`config.mk`:
```
export PLATFORM = sky130hd
export DESIGN_NAME = wbcm_balance
export DESIGN_NICKNAME = d
export VERILOG_FILES = /design/src/rtl/wbcm_pkg.sv /design/src/rtl/wbcm_balance.sv
export SDC_FILE = /design/constraint.sdc
export NUM_CORES = 2
export LEC_CHECK = 0
export ABC_AREA = 1
export ABC_CLOCK_PERIOD_IN_PS = 1950
export BUFFER_PORTS_ARGS = -buffer_cell sky130_fd_sc_hd__buf_2
export CAP_MARGIN = 20
export CORE_MARGIN = 4
export CORE_UTILIZATION = 36
export CTS_CLUSTER_SIZE = 8
export DETAILED_ROUTE_END_ITERATION = 10
export HOLD_SLACK_MARGIN = 0.02
export PLACE_DENSITY = 0.51
export SLEW_MARGIN = 30
export SYNTH_ARGS = -nofsm -noshare
export SYNTH_HDL_FRONTEND = slang
export SYNTH_SLANG_ARGS = --single-unit
```
`constraint.sdc`:
```
create_clock -name clk -period 1.95 [get_ports clk]
set_clock_uncertainty 0.05 [all_clocks]
set_input_delay 0.2925 -clock clk [delete_from_list [all_inputs] [get_ports clk]]
set_output_delay 0.2925 -clock clk [all_outputs]
set_load 0.03 [all_outputs]
```
`src/rtl/wbcm_pkg.sv`:
```
// wbcm_pkg: shared types, widths and constants for the white balance and
// color matrix block; used by every rtl file of the block, depends on nothing
package wbcm_pkg;

    // pixel and coefficient formats
    localparam int PIXEL_BITS     = 16;
    localparam int COEF_FRAC_BITS = 12;
    localparam int FIELD_W        = 16;
    localparam int GAIN_W         = 16;
    localparam int COEF_W         = 16;
    localparam int NUM_CH         = 3;
    localparam int ROW_W          = NUM_CH * COEF_W;

    // configuration port
    localparam int CFG_IDX_W  = 3;
    localparam int CFG_DATA_W = ROW_W;

    // datapath widths
    localparam int BAL_PROD_W = PIXEL_BITS + GAIN_W;
    localparam int BAL_SHR_W  = BAL_PROD_W - COEF_FRAC_BITS;
    localparam int MAT_PROD_W = COEF_W + PIXEL_BITS + 1;
    localparam int SUM_W      = MAT_PROD_W + 2;
    localparam int SUM_SHR_W  = SUM_W - COEF_FRAC_BITS;

    // cycles from an accepted start to the done strobe
    localparam int PIPE_LATENCY = 5;

    localparam logic [PIXEL_BITS-1:0] PIX_MAX  = '1;
    localparam logic [GAIN_W-1:0]     GAIN_ONE = GAIN_W'(1) << COEF_FRAC_BITS;
    localparam logic signed [SUM_W-1:0] ROUND_HALF =
        SUM_W'(1) << (COEF_FRAC_BITS - 1);

    // register indexes
    typedef enum logic [CFG_IDX_W-1:0] {
        REG_GAIN_RED         = 3'd0,
        REG_GAIN_GREEN       = 3'd1,
        REG_GAIN_BLUE        = 3'd2,
        REG_MATRIX_ROW_RED   = 3'd3,
        REG_MATRIX_ROW_GREEN = 3'd4,
        REG_MATRIX_ROW_BLUE  = 3'd5
    } cfg_reg_t;

    // channel order inside arrays: red, green, blue
    localparam int CH_RED   = 0;
    localparam int CH_GREEN = 1;
    localparam int CH_BLUE  = 2;

    typedef logic [NUM_CH-1:0][PIXEL_BITS-1:0] chan_t;
    typedef logic [NUM_CH-1:0][GAIN_W-1:0]     gain_set_t;
    typedef logic [NUM_CH-1:0][ROW_W-1:0]      row_set_t;

    typedef struct packed {
        gain_set_t gain;
        row_set_t  row;
    } cfg_t;

    typedef struct packed {
        logic [FIELD_W-1:0] in_red;
        logic [FIELD_W-1:0] in_green;
        logic [FIELD_W-1:0] in_blue;
    } pixel_in_t;

    typedef struct packed {
        logic [FIELD_W-1:0] out_red;
        logic [FIELD_W-1:0] out_green;
        logic [FIELD_W-1:0] out_blue;
    } pixel_out_t;

    // identity row for output channel ch: coefficient one in slot ch
    function automatic logic [ROW_W-1:0] identity_row(input int ch);
        logic [ROW_W-1:0] r;
        r = '0;
        r[ch*COEF_W +: COEF_W] = COEF_W'(GAIN_ONE);
        return r;
    endfunction

endpackage

```
`src/rtl/wbcm_balance.sv`:
```
// wbcm_balance: two-stage white balance, gain multiply then truncate and
// saturate to the pixel range; depends on wbcm_pkg
module wbcm_balance (
    input  logic                clk,
    input  logic                rst_n,
    input  logic                valid_in,
    input  wbcm_pkg::chan_t     pix,
    input  wbcm_pkg::gain_set_t gain,
    output logic                valid_out,
    output wbcm_pkg::chan_t     bal
);
    import wbcm_pkg::*;

    logic                  prod_valid_reg;
    logic                  bal_valid_reg;
    logic [BAL_PROD_W-1:0] prod_next [NUM_CH];
    logic [BAL_PROD_W-1:0] prod_reg  [NUM_CH];
    logic [BAL_SHR_W-1:0]  shr       [NUM_CH];
    chan_t                 bal_next;
    chan_t                 bal_reg;

    // valid bits
    always_ff @(posedge clk or negedge rst_n)
    begin
        if (!rst_n)
        begin
            prod_valid_reg <= 1'b0;
            bal_valid_reg  <= 1'b0;
        end
        else
        begin
            prod_valid_reg <= valid_in;
            bal_valid_reg  <= prod_valid_reg;
        end
    end

    // gain multiply
    always_comb
    begin
        for (int c = 0; c < NUM_CH; c++)
        begin
            prod_next[c] = BAL_PROD_W'(pix[c]) * BAL_PROD_W'(gain[c]);
        end
    end

    // drop fraction bits and saturate
    always_comb
    begin
        for (int c = 0; c < NUM_CH; c++)
        begin
            shr[c] = prod_reg[c][BAL_PROD_W-1:COEF_FRAC_BITS];
            if (|shr[c][BAL_SHR_W-1:PIXEL_BITS])
            begin
                bal_next[c] = PIX_MAX;
            end
            else
            begin
                bal_next[c] = shr[c][PIXEL_BITS-1:0];
            end
        end
    end

    // payload stages
    always_ff @(posedge clk)
    begin
        for (int c = 0; c < NUM_CH; c++)
        begin
            prod_reg[c] <= prod_next[c];
        end
        bal_reg <= bal_next;
    end

    assign valid_out = bal_valid_reg;
    assign bal       = bal_reg;

endmodule

```
# Yosys cells after proc, flatten, opt, wreduce, memory -nomap -nowiden
# Memories as Yosys holds them, arrays and structs flattened.
# Index checks and enable logic that the tools add are counted.
# totals
regBits	50
latch_bits	0
ram_bits	96
rom_bits	0
in_bits	99
output_inout_bits	49
elab_cells	12
mem_count	1
# classes
addsub	0
n_mul	3
div_mod_pow	0
n_lt_le_gt_ge	0
n_eq_ne	0
n_shift	0
n_mux	0
bitwise_logic	0
n_reduce_logical	3
# memory_table
memory	words	width	rd	rd_ports_with_merged_regs	wr	line	rtl
prod_reg	3	32	3	0	3	wbcm_balance.sv:17	logic [BAL_PROD_W-1:0] prod_reg [NUM_CH];
# ops
cell	n
multiplier 16 x 16 -> 32 bit	3
OR reduction 4 bit	3

# Longest topological paths before layout
# logic_depth
depth_word	1
mapped_depth	25

# Worst setup path before layout
# No wires, ideal clock.
# synth_path
path_type	input port to flip-flop
from	input pix[7] (netlist name)
to	memory prod_reg[0][27] (netlist name)
setup_ns	0.112
t_arrival_ns	5.124
required_ns	1.788
path_slack_ns	-3.337
path_stages	23
path_cell_list	clkbuf_1 clkbuf_1 nand2_1 fa_1 inv_1 fa_1 inv_1 fa_1 inv_1 fa_1 fa_1 inv_1 fa_1 inv_1 ha_1 a21oi_1 o21ai_0 a21oi_1 nor2_1 nor2_1 nand2_1 nand2_1 nand2_1
# synth_lines
element	line	rtl
start: declaration	wbcm_balance.sv:7	input wbcm_pkg::chan_t pix,
end: declaration	wbcm_balance.sv:17	

==> parameters.txt <==
Parameter                              Value

Timing
  Max-slew violation count ... 0
  Unrepaired setup endpoints after global routing ... yes
  Fin worst setup slack ... -2.83 ns
  Final-layout worst hold slack ... 0.146 ns
  Final period utilization ... 2.45
  Rel. slew slack ... 0.685
  Number of setup violations in the final report ... 60
  FMAX ... 209 MHz
  Least-Margin Pin Slew ... 0.469 ns
  Final hold violations ... 0
  Clock period minus worst slack ... 4.78 ns

Floorplanning
  Starting density of the core ... 0.364
  Die Width ... roughly 300 microns
  Area of the die ... 86400 sq um
  Number of top-level design ports ... 148
  Die height ... 294 microns
  Core region area ... 80800 sq um
  Number of rows in the core area ... ~100

Logic synthesis
  Syn_area_per_cell ... 7.42 sq um
  Post-Syn Area ... around 29000 sq um
  Proportion of synthesized chip area in sequential cells ... 0.0752
  Synth Warn # ... 0
  Syn nets ... 4950
  Number of distinct standard cells referenced by the synthesized netlist ... 32
  Post-synthesis instance total ... 3969
  Number of flip-flops and latches in the synthesized netlist ... 110

Finish
  Most used cells in the layout excluding fill and tap cells ... sky130_fd_sc_hd__inv_1, sky130_fd_sc_hd__nand2_1, sky130_fd_sc_hd__fa_1
  Final #Nets ... 5372
  Final std cell area, no fill ... 38500 sq um
  Signed area change from the synthesized netlist to the final layout ... 30.8%
  Flip-flop count of the largest register, all copies and words added ... 60
  Total of fill cells in the finished design ... 7965
  Number of inserted diodes ... 0
  Most common cell after layout, fill and taps aside ... sky130_fd_sc_hd__inv_1
  Fraction of layout instances using a drive strength above 1 ... 0.269

Routing
  Drt first pass iters ... 5
  Average wire per cell in the routed design ... 14.7 microns
  Final antenna-violating net count ... 0
  Average vias per placed instance ... about 4.5
  Number of DRC violations after detailed-routing iteration 0 ... 973
  DRC ... 0
  Vias ... 24.7k
  Post-detailed-routing wire length ... 80100 microns

Status
  Failing checks ... setup timing
  Run status ... finished with violations

Global route
  Number of antenna violations at the first check in global routing ... 3
  Vias in the first global route ... 27.2k
  Overall fraction of global-route tracks in use ... 0.194
  Sum of overflow across all layers after global routing ... 0
  Largest net degree at the start of global routing ... 22
  First-pass GRT wire length ... 136000 microns

Setup path
  Arrival time of data at the critical path endpoint ... 5.05 ns
  Worst setup EP type ... flip-flop
  Kind of critical path ... in2reg
  Max FO, Critical Path ... 4
  Critical Path Source Type ... input pin
  Required time at the worst-slack endpoint ... 2.22 ns

CTS
  Number of buffers created by CTS ... 9
  Deepest clock path buffer count ... 2
  Cell at the root of the clock tree ... sky130_fd_sc_hd__clkbuf_16
  Insertion delay to the later sink of the worst-skew pair ... 0.39 ns
  Clock tree from TritonCTS ... done
  Clock transition at the registers of the reported paths ... 0.09 ns
  # H-tree levels ... 3
  Total clock sinks ... 110

Placed design
  Half-perimeter wire length after placement ... between 60000 and 70000 microns
  Cell area reported after detailed placement ... 34600 sq um
  Port Buf Inserts ... approximately 150
  RD Place Congestion ... 0.851

Job
  Max-cap violation count ... 0

Hold path
  Hold Path Class ... in2async
per-stage QoR:
step	cells	utilization	setup WS (ns)	setup TNS [ns]
2_1_floorplan	3969	-	-2.95	-170.66
3_3_place_gp	5373	0.428	-3.38	-194.89
3_5_place_dp	5373	0.428	-3.40	-195.34
4_1_cts	5439	0.464	-2.73	-158.05
5_1_grt	5456	0.476	-2.96	-170.28
6_report	5456	0.476	-2.83	-161.64
worst paths after layout:
| path | from | end | slack [ns] | cells past startpoint |
|---|---|---|---|---|
| min in group clk | prod_valid_reg | valid_out | 0.31 | 0 |
| min reg2reg | prod_valid_reg | valid_out | 0.31 | 0 |
| max reg2reg | prod_reg[0][29] | bal[9] | 0.62 | 3 |
| max | pix[3] | prod_reg[0][18] | -2.83 | 25 |
| min | rst_n | prod_valid_reg | 0.15 | 2 |
| max in group asynchronous | rst_n | valid_out | 1.61 | 2 |
metal layers:
layer / track usage / share of wire
met1: 0.246 / 0.44
met2: 0.362 / 0.51
met3: 0.0180 / 0.030
met4: 0.0356 / 0.018
met5: 0 / 0
cells by family after synthesis:
kind of cell               after synthesis  share of synthesized area
buffers and inverters                 1357                      0.173
DFF                                    110                     0.0752
AOI/OAI and AO/OA                      193                     0.0355
xor gates and xnor gates                27                    0.00803
and+or+nand+nor                       1400                      0.186
adders and majority gates              882                      0.523
layout make-up:
class                      count  area, sq um  share of cell area
clock inverter                 7         77.6             0.00202
tap                         1060         1330              0.0345
multi-input combinational   2502        24900               0.646
sequential                   110         2210              0.0575
clock buffer                   9          225             0.00585
inverter                    1174         4420               0.115
timing repair buffer         594         5370               0.139
synth_stat cells (all sizes together):
cell | count | area, sq um
inv | 1174 | 4410
nand2 | 1148 | 4320
fa | 579 | 11600
ha | 303 | 3790
clkbuf | 183 | 687
nor2 | 134 | 513
dfxtp | 108 | 2160
a21oi | 104 | 521
nand3 | 80 | 400
o21ai | 63 | 330
nor3 | 24 | 120
xor2 | 22 | 193
a21o | 14 | 105
nand4 | 7 | 43.8
xnor2 | 5 | 43.8
nor4 | 4 | 43.8
o21bai | 4 | 30.0
o21a | 3 | 22.5
a31oi | 2 | 12.5
dfrtp | 2 | 50.1
a211oi | 1 | 7.51
and2 | 1 | 6.26
nand3b | 1 | 7.51
o211a | 1 | 10.0
o22ai | 1 | 6.26
or2 | 1 | 6.26
what timing repair did:
action | in CTS | in global routing
buffers inserted | 47 | 17
endpoints found under the setup margin | 60 | 60
gates resized for setup | 565 | 275
endpoints found under the hold margin | 3 | 0
cloned | 2 | 2
hold buffers | 2 | 0
pin swaps | 236 | 214
critical path, cell delays in order:
cell                      delay [ns]
sky130_fd_sc_hd__buf_12         0.11
sky130_fd_sc_hd__buf_6          0.12
sky130_fd_sc_hd__nand2_2        0.06
sky130_fd_sc_hd__inv_2          0.03
sky130_fd_sc_hd__fa_1           0.49
sky130_fd_sc_hd__inv_1          0.05
sky130_fd_sc_hd__fa_1           0.51
sky130_fd_sc_hd__inv_2          0.04
sky130_fd_sc_hd__fa_1           0.53
sky130_fd_sc_hd__fa_1           0.45
sky130_fd_sc_hd__fa_1           0.56
sky130_fd_sc_hd__inv_2          0.04
sky130_fd_sc_hd__fa_1           0.51
sky130_fd_sc_hd__inv_2          0.05
sky130_fd_sc_hd__ha_4           0.30
sky130_fd_sc_hd__nand2_4        0.07
sky130_fd_sc_hd__buf_6          0.12
sky130_fd_sc_hd__nor2_4         0.14
sky130_fd_sc_hd__buf_6          0.14
sky130_fd_sc_hd__nand2_4        0.06
sky130_fd_sc_hd__inv_2          0.06
sky130_fd_sc_hd__nand2_2        0.07
sky130_fd_sc_hd__nand2_2        0.08
sky130_fd_sc_hd__nand2_2        0.06
sky130_fd_sc_hd__nand2_2        0.10
Power is not shown: default switching activity piles up to over one toggle a cycle in this logic, so the estimate is an artifact.
