<file path="src/rtl/wbcm_pkg.sv">
// wbcm_pkg: shared types, widths and constants for the white balance and
// color matrix block; used by every rtl file of the block, depends on nothing
package wbcm_pkg;

    // pixel and coefficient formats
    localparam int PIXEL_BITS     = 16;
    localparam int COEF_FRAC_BITS = 12;
    localparam int FIELD_W        = 16;
    localparam int GAIN_W         = 16;
    localparam int COEF_W         = 16;
    localparam int NUM_CH         = 3;
    localparam int ROW_W          = NUM_CH * COEF_W;

    // configuration port
    localparam int CFG_IDX_W  = 3;
    localparam int CFG_DATA_W = ROW_W;

    // datapath widths
    localparam int BAL_PROD_W = PIXEL_BITS + GAIN_W;
    localparam int BAL_SHR_W  = BAL_PROD_W - COEF_FRAC_BITS;
    localparam int MAT_PROD_W = COEF_W + PIXEL_BITS + 1;
    localparam int SUM_W      = MAT_PROD_W + 2;
    localparam int SUM_SHR_W  = SUM_W - COEF_FRAC_BITS;

    // cycles from an accepted start to the done strobe
    localparam int PIPE_LATENCY = 5;

    localparam logic [PIXEL_BITS-1:0] PIX_MAX  = '1;
    localparam logic [GAIN_W-1:0]     GAIN_ONE = GAIN_W'(1) << COEF_FRAC_BITS;
    localparam logic signed [SUM_W-1:0] ROUND_HALF =
        SUM_W'(1) << (COEF_FRAC_BITS - 1);

    // register indexes
    typedef enum logic [CFG_IDX_W-1:0] {
        REG_GAIN_RED         = 3'd0,
        REG_GAIN_GREEN       = 3'd1,
        REG_GAIN_BLUE        = 3'd2,
        REG_MATRIX_ROW_RED   = 3'd3,
        REG_MATRIX_ROW_GREEN = 3'd4,
        REG_MATRIX_ROW_BLUE  = 3'd5
    } cfg_reg_t;

    // channel order inside arrays: red, green, blue
    localparam int CH_RED   = 0;
    localparam int CH_GREEN = 1;
    localparam int CH_BLUE  = 2;

    typedef logic [NUM_CH-1:0][PIXEL_BITS-1:0] chan_t;
    typedef logic [NUM_CH-1:0][GAIN_W-1:0]     gain_set_t;
    typedef logic [NUM_CH-1:0][ROW_W-1:0]      row_set_t;

    typedef struct packed {
        gain_set_t gain;
        row_set_t  row;
    } cfg_t;

    typedef struct packed {
        logic [FIELD_W-1:0] in_red;
        logic [FIELD_W-1:0] in_green;
        logic [FIELD_W-1:0] in_blue;
    } pixel_in_t;

    typedef struct packed {
        logic [FIELD_W-1:0] out_red;
        logic [FIELD_W-1:0] out_green;
        logic [FIELD_W-1:0] out_blue;
    } pixel_out_t;

    // identity row for output channel ch: coefficient one in slot ch
    function automatic logic [ROW_W-1:0] identity_row(input int ch);
        logic [ROW_W-1:0] r;
        r = '0;
        r[ch*COEF_W +: COEF_W] = COEF_W'(GAIN_ONE);
        return r;
    endfunction

endpackage

</file>
<file path="src/rtl/wbcm_cfg_regs.sv">
// wbcm_cfg_regs: gain and matrix row registers behind the plain write port
// depends on wbcm_pkg
module wbcm_cfg_regs (
    input  logic                            clk,
    input  logic                            rst_n,
    input  logic                            cfg_write,
    input  logic [wbcm_pkg::CFG_IDX_W-1:0]  cfg_index,
    input  logic [wbcm_pkg::CFG_DATA_W-1:0] cfg_data,
    output wbcm_pkg::cfg_t                  cfg
);
    import wbcm_pkg::*;

    gain_set_t gain_reg;
    row_set_t  row_reg;

    // register writes, unknown indexes ignored
    always_ff @(posedge clk or negedge rst_n)
    begin
        if (!rst_n)
        begin
            for (int i = 0; i < NUM_CH; i++)
            begin
                gain_reg[i] <= GAIN_ONE;
                row_reg[i]  <= identity_row(i);
            end
        end
        else if (cfg_write)
        begin
            unique case (cfg_reg_t'(cfg_index))
                REG_GAIN_RED:         gain_reg[CH_RED]   <= cfg_data[GAIN_W-1:0];
                REG_GAIN_GREEN:       gain_reg[CH_GREEN] <= cfg_data[GAIN_W-1:0];
                REG_GAIN_BLUE:        gain_reg[CH_BLUE]  <= cfg_data[GAIN_W-1:0];
                REG_MATRIX_ROW_RED:   row_reg[CH_RED]    <= cfg_data[ROW_W-1:0];
                REG_MATRIX_ROW_GREEN: row_reg[CH_GREEN]  <= cfg_data[ROW_W-1:0];
                REG_MATRIX_ROW_BLUE:  row_reg[CH_BLUE]   <= cfg_data[ROW_W-1:0];
                default:
                begin
                end
            endcase
        end
    end

    assign cfg.gain = gain_reg;
    assign cfg.row  = row_reg;

endmodule

</file>
<file path="config.mk">
export PLATFORM = sky130hd
export DESIGN_NAME = wbcm_cfg_regs
export DESIGN_NICKNAME = d
export VERILOG_FILES = /design/src/rtl/wbcm_pkg.sv /design/src/rtl/wbcm_cfg_regs.sv
export SDC_FILE = /design/constraint.sdc
export NUM_CORES = 1
export LEC_CHECK = 0
export BUFFER_PORTS_ARGS = -buffer_cell sky130_fd_sc_hd__buf_2
export CORE_UTILIZATION = 51
export DETAILED_ROUTE_END_ITERATION = 8
export PLACE_DENSITY_LB_ADDON = 0.25
export SLEW_MARGIN = 20
export SYNTH_ARGS = -nofsm -noshare
export SYNTH_HDL_FRONTEND = slang
export SYNTH_SLANG_ARGS = --single-unit
export TNS_END_PERCENT = 50
</file>
<file path="constraint.sdc">
create_clock -name clk -period 1 [get_ports clk]
set_input_delay 0.15 -clock clk [delete_from_list [all_inputs] [get_ports clk]]
set_output_delay 0.15 -clock clk [all_outputs]
set_load 0.005 [all_outputs]
</file>
# After elaboration in Yosys (flattened, before gate mapping)

Index checks and enable logic that the tools add are counted.

Flip-flop bits (word level): 192

Eq/ne operators: 5
Reductions and logical operators: 7

Operators with widths:

| kind                                                            | count |
|---|---|
| 2-bit AND reduction                                             | 6 |
| 3-bit by 2-bit == test with 1-bit output, second input constant | 2 |
| 3-bit == test, second input constant                            | 2 |
| 3-bit by 1-bit == test with 1-bit output, second input constant | 1 |
| 3-bit logical NOT                                               | 1 |

# Depth between registers and ports, before layout

Depth in word-level cells: 2
Gate-level depth with buffers: 4
Depth with buffers taken out: 2

# Worst setup path after synthesis

OpenSTA, ideal clock, no wires.

Path type: input to register
Start point: input cfg_index[0] in the netlist's numbering
End point: register gain_reg, in the netlist cfg[144]
Arrival: 1110 ps
Data required time: 875 ps
Path slack: -235 ps
Cell stages on the path: 3
Path buffers: 1
Path through: nor4b_4 buf_6 mux2_2

Cells in the longest elaborated chain, start to end: 2

RTL lines:

| what                                 | line                | RTL |
|---|---|---|
| from (decl)                          | wbcm_cfg_regs.sv:7  | `input logic [wbcm_pkg::CFG_IDX_W-1:0] cfg_index,` |
| 3-bit logical NOT                    | wbcm_cfg_regs.sv:29 | `unique case (cfg_reg_t'(cfg_index))` |
| 2-bit AND reduction (no source line) | n/a                 |  |
| to (signal, indexed assignment)      | wbcm_cfg_regs.sv:30 | `REG_GAIN_RED: gain_reg[CH_RED] <= cfg_data[GAIN_W-1:0];` |
| to (signal, indexed assignment)      | wbcm_cfg_regs.sv:31 | `REG_GAIN_GREEN: gain_reg[CH_GREEN] <= cfg_data[GAIN_W-1:0];` |
| to (signal, indexed assignment)      | wbcm_cfg_regs.sv:32 | `REG_GAIN_BLUE: gain_reg[CH_BLUE] <= cfg_data[GAIN_W-1:0];` |
| to (decl)                            | wbcm_cfg_regs.sv:13 | `gain_set_t gain_reg;` |

Every way passes these cells.
A chain may end at the register's enable or synchronous reset.

# Final worst setup path

Start point: register gain_reg, in the netlist cfg[188]
End point: output cfg[188] in the netlist's numbering

RTL lines:

| what      | line               | RTL |
|---|---|---|
| to (decl) | wbcm_cfg_regs.sv:9 | `output wbcm_pkg::cfg_t cfg` |

No word-level cell between the ends.

==> out/metrics.csv <==
stage,metric,value,unit
status,status,finished with violations,
timing,tns,-17720,ps
detailed_routing,wl_met1,8.07,mm
pwr,sw_frac_of_total,25.3,%
timing,max_freq,814,MHz
pwr,p_per_area,2250,mW/mm^2
floorplan,die_h,123,um
timing,grt_setup_unrepaired,yes,
floorplan,initial_core_util,52.0,%
pwr,p_switching,6140,uW
clocking,h-tree-depth,4,
logic_synthesis,yosys.area_share.simple,1.10,%
worst_setup_path,crit_required,850,ps
layout,drive_above_1_share,72.1,%
timing,setup-violations-final,200,
logic_synthesis,synth_mux_area_share,32.7,%
detailed_routing,via_count,4926,
floorplan,die_w,123,um
global_route,grt_max_degree,68,
timing,tightest_slew,366,ps
pwr,pwr-share-comb,25.3,%
worst_setup_path,crit_start,cfg[188],
logic_synthesis,synth_top_family_by_area,multiplexers,
layout,final_nets,839,
detailed_routing,wl_per_cell,19.2,um
logic_synthesis,yosys_warnings,0,
pwr,power,24300,uW
worst_setup_path,crit_path_end_kind,primary output,
pwr,power_frac_seq,43.1,%
layout,area_growth,43.5,%
worst_setup_path,worstPathArrival,1080,ps
place,gp_congestion,0.765,
timing,hold_viol,0,
global_route,grt_pass1_vias,4978,
timing,fin_crit_sh,123,%
place,dp.cells,836,
logic_synthesis,synth_seq_cells,192,
detailed_routing,top_layer,met4,
clocking,clkTransAtPathRegs,70,ps
logic_synthesis,synth_xor_area_share,0,%
job,drv_cap,0,
detailed_routing,vias_per_cell,5.02,
worst_setup_path,critPathSlowestCell,dfstp_2,
timing,drv_slew,0,
clocking,cts.sinks,192,
worst_setup_path,critical_path_buf_inv_count,1,
detailed_routing,wirelength,18.8,mm
detailed_routing,dr_wl_met3,1.12,mm
logic_synthesis,synth_compound_gate_area_share,0,%
timing,slew_headroom,75.6,%
pwr,ir_drop,0.00176,V
floorplan,die_area,0.0152,mm^2
worst_setup_path,cp.depth,1,
place,port_buffers,245,
global_route,grt_overflow,0,
layout,n_fill_cell,860,
logic_synthesis,synth_area_per_cell,18.4,um^2
layout,largest_reg_flops,192,
worst_setup_path,startpoint_type,flip-flop,
worst_setup_path,cp_cell_sequence,buf_2,
worst_setup_path,path_class,flip-flop to primary output,
worst_setup_path,r2r_slack,-30,ps
timing,fin_skew,0,ps
logic_synthesis,synthAdderAreaFrac,0,%
logic_synthesis,syn_inst,410,
hold_path,hp-class,input pin to flip-flop,
layout,fin_cells,982,
worst_setup_path,cpPeakStageDelay,540,ps
detailed_routing,drtAntennaViolNets,0,
worst_setup_path,reg2reg_to,cfg[3],
worst_setup_path,crit_end,cfg[188],
detailed_routing,drcViolationCount,0,
pwr,p_int,18200,uW
logic_synthesis,yosys.cell_types.count,11,
clocking,max-clock-path-buffers,2,
floorplan,ioPinCount,246,
worst_setup_path,cp_max_fo,2,
floorplan,core_area,0.0145,mm^2
worst_setup_path,rr_worst_depth,3,
detailed_routing,route.met2.wl,9.52,mm
timing,period_minus_slack,1230,ps
clocking,cts_made_buffers,17,
status,violations,negative setup slack,
floorplan,rows,44,
layout,antennaDiodeCount,0,
clocking,clk_latency,420,ps
global_route,grt_pass1_wl,26.9,mm
global_route,antenna_found_initial,0,
detailed_routing,drtIter0Drc,167,
global_route,grt_usage,23.9,%
clocking,cts_tree,done,
logic_synthesis,seq_area_frac_synth,64.0,%
logic_synthesis,syn_nets,464,
detailed_routing,first_pass_iters,6,
worst_setup_path,reg2reg_from,cfg[3],
timing,setup_slack,-228,ps
clocking,cts-root-buf,clkbuf_16,
place,hpwlAfterDp,11.7,mm
logic_synthesis,synth_area,0.00752,mm^2
pwr,power.leakage,0.00552,uW
pwr,power.share.clock,31.5,%
worst_setup_path,cp_top_family,flip-flops,
-- cells in the final DEF, fill, tap and decap left out --
master	n
clkbuf_8	2
and4bb_4	1
clkinvlp_4	2
buf_6	7
mux2_2	90
buf_4	85
nor4b_4	1
inv_8	1
nand4b_1	2
inv_6	5
dfstp_2	6
and4bb_1	2
bufinv_16	5
dfrtp_1	186
buf_2	241
clkbuf_16	17
dlygate4sd3_1	33
buf_12	10
mux2_4	102
-- how the worst min path moves through the flow --
| stage | from | to | slack [ps] | depth (start not counted) |
|---|---|---|---|---|
| final | cfg_data[9] | cfg[185] | 20 | 2 |
| after global routing | cfg_data[9] | cfg[185] | 20 | 2 |
| after CTS | cfg_data[9] | cfg[185] | 1 | 2 |
| after detailed placement | rst_n | cfg[124] | -20 | 1 |
| after global placement | rst_n | cfg[124] | -20 | 1 |
| after floorplan | rst_n | cfg[0] | -150 | 0 |
-- synthesized netlist by cell type --
| master | count | area [um^2] |
|---|---|---|
| mux2_4 | 80 | 1200 |
| and4bb_1 | 2 | 25.0 |
| buf_4 | 2 | 15.0 |
| mux2_2 | 112 | 1260 |
| dfstp_2 | 6 | 158 |
| dfrtp_1 | 186 | 4650 |
| buf_6 | 10 | 113 |
| nand4b_1 | 2 | 17.5 |
| nor4b_4 | 1 | 23.8 |
| buf_2 | 8 | 40.0 |
| and4bb_4 | 1 | 16.3 |
-- through the flow --
step / hold WS, ps / util, % / setup slack, ps / instance area (um^2)
4_1_cts: 1.04 / 72.5 / -243 / 10500
3_5_place_dp: -17.7 / 63.2 / -414 / 9150
5_1_grt: 21.4 / 74.6 / -268 / 10800
2_1_floorplan: -146 / - / -235 / 7650
6_report: 18.2 / 74.6 / -228 / 10800
3_3_place_gp: -18.6 / 63.2 / -379 / 9150
-- what timing repair did --
item,CTS,global route
cloned,0,0
setup endpoints to repair,192,192
endpoints found under the hold margin,276,1
hold buffers,32,1
resized for setup,0,8
buffers inserted,48,33
pin swaps,0,0
-- cell type report --
class                           count  area [um^2]  share of cell area, %
Timing Repair Buffer              376         2450                   22.7
Tap cell                          184          230                   2.13
Sequential cell                   192         4810                   44.6
Clock inverter                     13          220                   2.04
Multi-Input combinational cell    198         2630                   24.3
Clock buffer                       19          453                   4.20
-- layer usage --
layer | GRT usage (%) | vias up
li1 | - | 2214
met1 | 31.0 | 2533
met2 | 39.3 | 168
met3 | 7.20 | 11
met4 | 5.50 | 0
met5 | 0 | -
-- cell families (layout without fill, tap and decap cells) --
| logic type | after synthesis | after routing |
|---|---|---|
| mux | 192 | 192 |
| flops | 192 | 192 |
| buf+inv | 20 | 408 |
| simple gates | 6 | 6 |
-- power groups by stage --
stage | Clock (uW) | Sequential, uW | Combinational [uW]
3_3_place_gp | 0 | 10500 | 4740
4_1_cts | 7770 | 10400 | 5640
2_1_floorplan | 0 | 10600 | 2160
3_5_place_dp | 0 | 10600 | 4870
5_1_grt | 8110 | 10700 | 6640
6_report | 7660 | 10500 | 6150
No activity file was read; power rests on OpenSTA's default activity.
